File: config.mk
export PLATFORM = sky130hd
export DESIGN_NAME = run_length_index_lookup
export DESIGN_NICKNAME = d
export VERILOG_FILES = /design/src/hdl/rlil_pkg.sv /design/src/hdl/run_length_index_lookup.sv
export SDC_FILE = /design/constraint.sdc
export NUM_CORES = 1
export LEC_CHECK = 0
export ABC_AREA = 1
export BUFFER_PORTS_ARGS = -buffer_cell sky130_fd_sc_hd__buf_2
export CORE_MARGIN = 2
export CORE_UTILIZATION = 55
export DETAILED_ROUTE_END_ITERATION = 12
export PLACE_DENSITY_LB_ADDON = 0.15
export SYNTH_ARGS = -nofsm -noshare
export SYNTH_HDL_FRONTEND = slang
export SYNTH_SLANG_ARGS = --single-unit
File: constraint.sdc
create_clock -name i_clk -period 12.6 [get_ports i_clk]
set_clock_uncertainty 0.15 [all_clocks]
set_input_delay 0.63 -clock i_clk [delete_from_list [all_inputs] [get_ports i_clk]]
set_output_delay 0.63 -clock i_clk [all_outputs]
set_load 0.05 [all_outputs]
File: src/hdl/rlil_pkg.sv
package rlil_pkg;

    localparam int unsigned TargetWidth = 30;
    localparam int unsigned RunWidth    = 31;
    localparam int unsigned RemWidth    = 33;
    localparam int unsigned ValueWidth  = 8;
    localparam int unsigned CfgIdxWidth = 3;

    localparam logic [RunWidth-1:0] RunMax = {RunWidth{1'b1}};

    typedef logic [1:0] t_sym;

    typedef enum logic {
        REQ_START = 1'b0,
        REQ_DATA  = 1'b1
    } t_req;

    typedef enum logic [CfgIdxWidth-1:0] {
        CFG_VALUE_SYM0 = 3'd0,
        CFG_VALUE_SYM1 = 3'd1,
        CFG_VALUE_SYM2 = 3'd2,
        CFG_VALUE_SYM3 = 3'd3,
        CFG_START_MAP0 = 3'd4,
        CFG_START_MAP1 = 3'd5,
        CFG_START_MAP2 = 3'd6,
        CFG_START_MAP3 = 3'd7
    } t_cfg_reg;

    typedef struct packed {
        logic                   req_type;
        logic [TargetWidth-1:0] target_index;
        logic [1:0]             start_code;
        logic [7:0]             data_byte;
        logic                   block_end;
    } t_in_item;

    typedef struct packed {
        logic [ValueWidth-1:0] entry_value;
        logic                  from_block_end;
    } t_out_item;

    // next symbol after a run, picked by the current symbol and head bit 6
    function automatic t_sym succ_sym(input t_sym cur, input logic rank);
        t_sym res;
        case (cur)
            2'd0: res = 2'd0;
            2'd1: res = rank ? 2'd3 : 2'd2;
            2'd2: res = rank ? 2'd3 : 2'd1;
            2'd3: res = rank ? 2'd2 : 2'd1;
            default: res = 2'd0;
        endcase
        return res;
    endfunction

endpackage

File: src/hdl/run_length_index_lookup.sv
// Run-length lookup of one entry in a coded block. A start transfer loads the
// sought offset and the initial symbol; each following data transfer carries
// one coded byte (head byte: run length in bits 4..0, successor select in
// bit 6, single exception entry in bit 5, extension follows in bit 7;
// extension bytes add 7 bits each). Once the offset is passed, or the block
// ends, one result with the symbol's configured value comes out and the
// lookup goes idle until the next start. The whole byte update (one saturating
// add, one subtract against the remaining offset) settles between the state
// registers, and a result sits in an output register, so a new item is taken
// each cycle unless a held result is stalled. A byte's result appears in the
// output register in the cycle after the byte is taken.
module run_length_index_lookup (
    input  logic                                i_clk,
    input  logic                                i_rst_n,
    input  logic                                i_in_valid,
    output logic                                o_in_stall,
    input  rlil_pkg::t_in_item                  i_in_data,
    output logic                                o_out_valid,
    input  logic                                i_out_stall,
    output rlil_pkg::t_out_item                 o_out_data,
    input  logic                                i_cfg_valid,
    output logic                                o_cfg_ready,
    input  logic [rlil_pkg::CfgIdxWidth-1:0]    i_cfg_index,
    input  logic [rlil_pkg::ValueWidth-1:0]     i_cfg_wdata
);
    import rlil_pkg::*;

    logic [ValueWidth-1:0] r_value_sym [4];
    t_sym                  r_start_map [4];

    logic [RemWidth-1:0]   r_rem, n_rem;
    t_sym                  r_sym, n_sym;
    logic [RunWidth-1:0]   r_run, n_run;
    logic [2:0]            r_cnt, n_cnt;
    logic                  r_in_ext, n_in_ext;
    logic                  r_active, n_active;

    logic                  r_out_valid;
    t_out_item             r_out;

    logic                  in_acc;
    logic                  emit;
    logic                  emit_flag;
    t_sym                  emit_sym;
    logic [7:0]            byte_in;
    t_sym                  succ;
    logic [RemWidth-1:0]   rem_b;
    logic [2:0]            cnt_inc;
    logic [RunWidth+2:0]   ext_term;
    logic [RunWidth+2:0]   run_sum;
    logic [RunWidth-1:0]   run_sat;
    logic                  done;

    assign o_in_stall  = r_out_valid & i_out_stall;
    assign in_acc      = i_in_valid & ~o_in_stall;
    assign o_cfg_ready = 1'b1;
    assign o_out_valid = r_out_valid;
    assign o_out_data  = r_out;

    assign byte_in = i_in_data.data_byte;
    assign succ    = succ_sym(r_sym, byte_in[6]);
    assign rem_b   = byte_in[5] ? r_rem - RemWidth'(1) : r_rem;
    assign cnt_inc = (r_cnt == 3'd7) ? 3'd7 : r_cnt + 3'd1;

    // extension byte k lands at bit 7k-2; from the fifth on, any nonzero
    // payload is past the saturation limit
    always_comb begin
        case (cnt_inc)
            3'd1: ext_term = (RunWidth+3)'(byte_in[6:0]) << 5;
            3'd2: ext_term = (RunWidth+3)'(byte_in[6:0]) << 12;
            3'd3: ext_term = (RunWidth+3)'(byte_in[6:0]) << 19;
            3'd4: ext_term = (RunWidth+3)'(byte_in[6:0]) << 26;
            default: ext_term = (byte_in[6:0] != 7'd0) ?
                                (RunWidth+3)'(RunMax) + (RunWidth+3)'(1) :
                                '0;
        endcase
    end

    assign run_sum = (RunWidth+3)'(r_run) + ext_term;
    assign run_sat = (run_sum > (RunWidth+3)'(RunMax)) ? RunMax : run_sum[RunWidth-1:0];

    always_comb begin
        n_rem     = r_rem;
        n_sym     = r_sym;
        n_run     = r_run;
        n_cnt     = r_cnt;
        n_in_ext  = r_in_ext;
        n_active  = r_active;
        emit      = 1'b0;
        emit_flag = 1'b0;
        emit_sym  = r_sym;
        done      = 1'b0;
        if (in_acc) begin
            if (i_in_data.req_type == REQ_START) begin
                n_rem    = RemWidth'(i_in_data.target_index);
                n_sym    = r_start_map[i_in_data.start_code];
                n_run    = '0;
                n_cnt    = '0;
                n_in_ext = 1'b0;
                n_active = 1'b1;
            end else if (r_active) begin
                if (!r_in_ext) begin
                    if (byte_in[5] && r_rem == '0) begin
                        // exception entry is the one sought
                        emit     = 1'b1;
                        emit_sym = succ;
                        done     = 1'b1;
                    end else begin
                        n_sym    = byte_in[5] ? r_sym : succ;
                        n_run    = RunWidth'(byte_in[4:0]);
                        n_cnt    = '0;
                        n_in_ext = byte_in[7];
                        n_rem    = byte_in[7] ? rem_b : rem_b - RemWidth'(byte_in[4:0]);
                    end
                end else begin
                    n_cnt = cnt_inc;
                    n_run = run_sat;
                    if (!byte_in[7]) begin
                        n_in_ext = 1'b0;
                        n_rem    = r_rem - RemWidth'(run_sat);
                    end
                end
                if (!done) begin
                    emit_sym = n_sym;
                    if (!n_in_ext && n_rem[RemWidth-1]) begin
                        emit = 1'b1;
                    end else if (i_in_data.block_end) begin
                        emit      = 1'b1;
                        emit_flag = 1'b1;
                    end
                end
                if (emit) begin
                    n_active = 1'b0;
                    n_in_ext = 1'b0;
                end
            end
        end
    end

    always_ff @(posedge i_clk) begin
        if (!i_rst_n) begin
            r_rem          <= '0;
            r_sym          <= '0;
            r_run          <= '0;
            r_cnt          <= '0;
            r_in_ext       <= 1'b0;
            r_active       <= 1'b0;
            r_out_valid    <= 1'b0;
            r_value_sym[0] <= '0;
            r_value_sym[1] <= '0;
            r_value_sym[2] <= '0;
            r_value_sym[3] <= '0;
            r_start_map[0] <= 2'd0;
            r_start_map[1] <= 2'd1;
            r_start_map[2] <= 2'd2;
            r_start_map[3] <= 2'd3;
        end else begin
            r_rem    <= n_rem;
            r_sym    <= n_sym;
            r_run    <= n_run;
            r_cnt    <= n_cnt;
            r_in_ext <= n_in_ext;
            r_active <= n_active;
            if (emit) begin
                r_out_valid <= 1'b1;
            end else if (!i_out_stall) begin
                r_out_valid <= 1'b0;
            end
            if (i_cfg_valid) begin
                case (t_cfg_reg'(i_cfg_index))
                    CFG_VALUE_SYM0: r_value_sym[0] <= i_cfg_wdata;
                    CFG_VALUE_SYM1: r_value_sym[1] <= i_cfg_wdata;
                    CFG_VALUE_SYM2: r_value_sym[2] <= i_cfg_wdata;
                    CFG_VALUE_SYM3: r_value_sym[3] <= i_cfg_wdata;
                    CFG_START_MAP0: r_start_map[0] <= i_cfg_wdata[1:0];
                    CFG_START_MAP1: r_start_map[1] <= i_cfg_wdata[1:0];
                    CFG_START_MAP2: r_start_map[2] <= i_cfg_wdata[1:0];
                    CFG_START_MAP3: r_start_map[3] <= i_cfg_wdata[1:0];
                    default: ;
                endcase
            end
        end
    end

    // load the result slot only with a fresh result
    always_ff @(posedge i_clk) begin
        if (emit) begin
            r_out.entry_value    <= r_value_sym[emit_sym];
            r_out.from_block_end <= emit_flag;
        end
    end

`ifndef SYNTHESIS
    a_ext_needs_active: assert property (@(posedge i_clk) disable iff (!i_rst_n)
        r_in_ext |-> r_active)
        else $error("extension pending without an open lookup");

    a_rem_nonneg: assert property (@(posedge i_clk) disable iff (!i_rst_n)
        r_active |-> !r_rem[RemWidth-1])
        else $error("open lookup with negative remaining offset");

    a_start_no_result: assert property (@(posedge i_clk) disable iff (!i_rst_n)
        (in_acc && i_in_data.req_type == REQ_START && !i_out_stall) |=> !o_out_valid)
        else $error("start transfer produced a result");

    a_start_opens: assert property (@(posedge i_clk) disable iff (!i_rst_n)
        (in_acc && i_in_data.req_type == REQ_START) |=> (r_active && !r_in_ext))
        else $error("start transfer did not open a lookup");
`endif

endmodule
==> impl_metrics.tcl <==
set metrics [dict create \
    gp_congestion 0.948 \
    path_depth 38 \
    layout_commonest_cell "nand2_1" \
    reg2reg_slack_ns 5.52 \
    synth_seq_cells 121 \
    cp.arrival_ns 7.03 \
    synth_area_leaders "edfxtp_1, dfxtp_1, nand2_1" \
    fmax_mhz 141 \
    routed.top_layer "met4" \
    die_h_um 146 \
    cpMostUsedCell "nand2_1" \
    finalSetupTns_ns 0 \
    nNetsFinal 1886 \
    setup_viol 0 \
    rr_endpoint "o_out_data[0]$_SDFFCE_PP0P_" \
    yosys.area.top_type "edfxtp_1" \
    endpoint_kind "flop" \
    routedWlPerCell_um 17.2 \
    syn_nets 1837 \
    layout_common_cells "nand2_1, nor2_1, inv_1" \
    max_stage_delay_ns 0.40 \
    synth.cell_area_sq_um 11200 \
    slowest_stage "fa_1" \
    period_minus_slack_ns 7.08 \
    cts_sinks 121 \
    wl_met3_mm 2.16 \
    rsz0062_at_grt "no" \
    hpwl_mm 26.5 \
    stdcell_area_sq_um 12200 \
    drt_iter0_markers 988 \
    grt_max_degree 64 \
    routed_wl_mm 35.2 \
    grt_pass1_wl_mm 56.9 \
    yosysUniqueCellTypes 58 \
    startpoint "r_cnt[0]$_SDFFE_PN0P_" \
    hold_buffers 0 \
    cp_num_buf_inv 7 \
    placed_area_sq_um 11700 \
    post-route-period-util_pct 56.2 \
    worst_pin_slew_ns 0.810 \
    r2r_start "r_cnt[0]$_SDFFE_PN0P_" \
    wl_met1_mm 15.4 \
    routed_via_density 5.69 \
    hold_class "reg2reg" \
    power_mw 1.36 \
    drv_cap 0 \
    netlist_instances 1712 \
    clk_pin_slew_worst_paths_ns 0.06 \
    p_per_area_nw_per_um2 111 \
    cts_resized 0 \
    start_util_pct 55.5 \
    crit_type "reg2reg" \
    ant_nets 0 \
    coreArea_sq_um 20100 \
    htreeDepth 4 \
    cts_tree "built" \
    row_count 52 \
    hp-start "r_run[0]$_SDFFE_PN0P_" \
    grt_remaining_overflow 0 \
    cp_max_fo 27 \
    total_leakage_power_nw 5.66 \
    drcViolationCount 0 \
    die_area_sq_um 21400 \
    antenna_found_initial 0 \
    hold_violations 0 \
    num_vias 11600 \
    yosysTopAreaCellShare_pct 13.2 \
    ir_drop_uv 89.2 \
    antenna_cells 0 \
    relSlewSlack_pct 46.0 \
    postSynthAreaPerCell_sq_um 6.52 \
    dr.pass1.iters 7 \
    rr_worst_depth 38 \
    clock-root-buffer "clkbuf_16" \
    crit_family "simple AND/OR/NAND/NOR gates" \
    crit_end "o_out_data[0]$_SDFFCE_PP0P_" \
    grt_pass1_vias 11100 \
    grtUsageTotal_pct 33.1 \
    wl_met2_mm 16.5 \
    synth.yosys.seq_area_share_pct 26.1 \
    yosys_warnings 0 \
    clock_path_buffers 2 \
    clock_latency_ns 0.44 \
    maxSlewViolCount 0 \
    drive_gt1_share_pct 10.4 \
    utilization_pct 60.9 \
    startpoint_type "flop" \
    numCtsBuffers 17 \
    status "finished clean" \
    cts_setup_buffers 0 \
    area_delta_synth_final_pct 9.75 \
    die_w_um 146 \
    io_pins 70 \
    required_ns 12.55 \
    io_buffer_count 68 \
]
## Yosys cell counts, drive strengths merged
master  number
nor4         5
buf         22
nand3      113
fa           3
ha          64
nand4       33
edfxtp      49
o21a        10
o311ai       2
nand2      392
o21ai      121
xor2        29
a221oi       1
a21oi      156
conb         1
a21o         6
o21bai       4
o211ai      14
nand3b       9
clkbuf      22
nor2       288
a31oi        6
a221o        1
and2         1
o221ai       8
inv        201
or2          4
o31ai        3
clkinv       3
xnor2       20
nor3        21
o22ai        9
dfxtp       72
a211oi       3
a21boi      16
## registers in the layout, indices dropped and copies added (netlist names)
name,flops
o_out_data,9
r_run,31
r_in_ext,1
r_rem,33
r_value_sym,32
r_start_map,8
r_sym,2
r_cnt,3
r_active,1
o_out_valid,1
## routing by layer
layer | track usage (%) | vias to the layer above
met4 | 13.5 | 0
met2 | 55.1 | 436
met1 | 43.6 | 5300
li1 | - | 5808
met5 | 0 | -
met3 | 4.38 | 80
## power by group
| part | internal [mW] | switching [mW] |
|---|---|---|
| combinational | 0.128 | 0.273 |
| clock | 0.296 | 0.219 |
| sequential | 0.426 | 0.0199 |
## how the worst min path moves through the flow
stage	end	slack, ns	cells after the start
global route	r_cnt[1]$_SDFFE_PN0P_	0.34	2
detailed placement	r_run[0]$_SDFFE_PN0P_	0.30	2
global placement	r_run[0]$_SDFFE_PN0P_	0.30	2
finish	r_run[0]$_SDFFE_PN0P_	0.31	2
CTS	r_run[0]$_SDFFE_PN0P_	0.31	2
floorplan	r_run[0]$_SDFFE_PN0P_	0.29	2
## stage by stage
| step | setup slack, ns | std cells | hold slack, ns |
|---|---|---|---|
| 2_1_floorplan | 6.88 | 1712 | 0.289 |
| 3_3_place_gp | 5.84 | 2012 | 0.297 |
| 3_5_place_dp | 5.61 | 2012 | 0.303 |
| 4_1_cts | 5.58 | 2044 | 0.313 |
| 5_1_grt | 4.79 | 2044 | 0.341 |
| 6_report | 5.52 | 2044 | 0.312 |
## final cells by class
type,count,area (sq um)
well taps,270,338
fillers,1922,7860
repair buffers,74,385
inverters,204,772
flip-flops and latches,121,2910
multi-input cells,1343,7250
clock inverters,14,160
clock buffers,18,429
## logic make-up (layout without fill, tap and decap cells)
logic type / Yosys count / after routing / share of synthesized area, %
flip-flops: 121 / 121 / 26.1
other: 1 / 1 / 0.0336
XOR/XNOR: 49 / 49 / 4.18
buffers and inverters: 248 / 310 / 8.95
AND/OR/NAND/NOR: 866 / 866 / 34.8
adder cells (fa/ha/maj): 67 / 67 / 7.71
AO/OA/AOI/OAI: 360 / 360 / 18.3
## worst reg2reg max path: cells and delay by family (launching register included)
family	cells	cell delay, ns
compound gates	6	1.35
xor+xnor	1	0.34
fa+ha+maj	4	1.22
buf+inv	7	0.89
flops	1	0.35
simple gates	20	2.47
(Power assumes the default switching activity.)
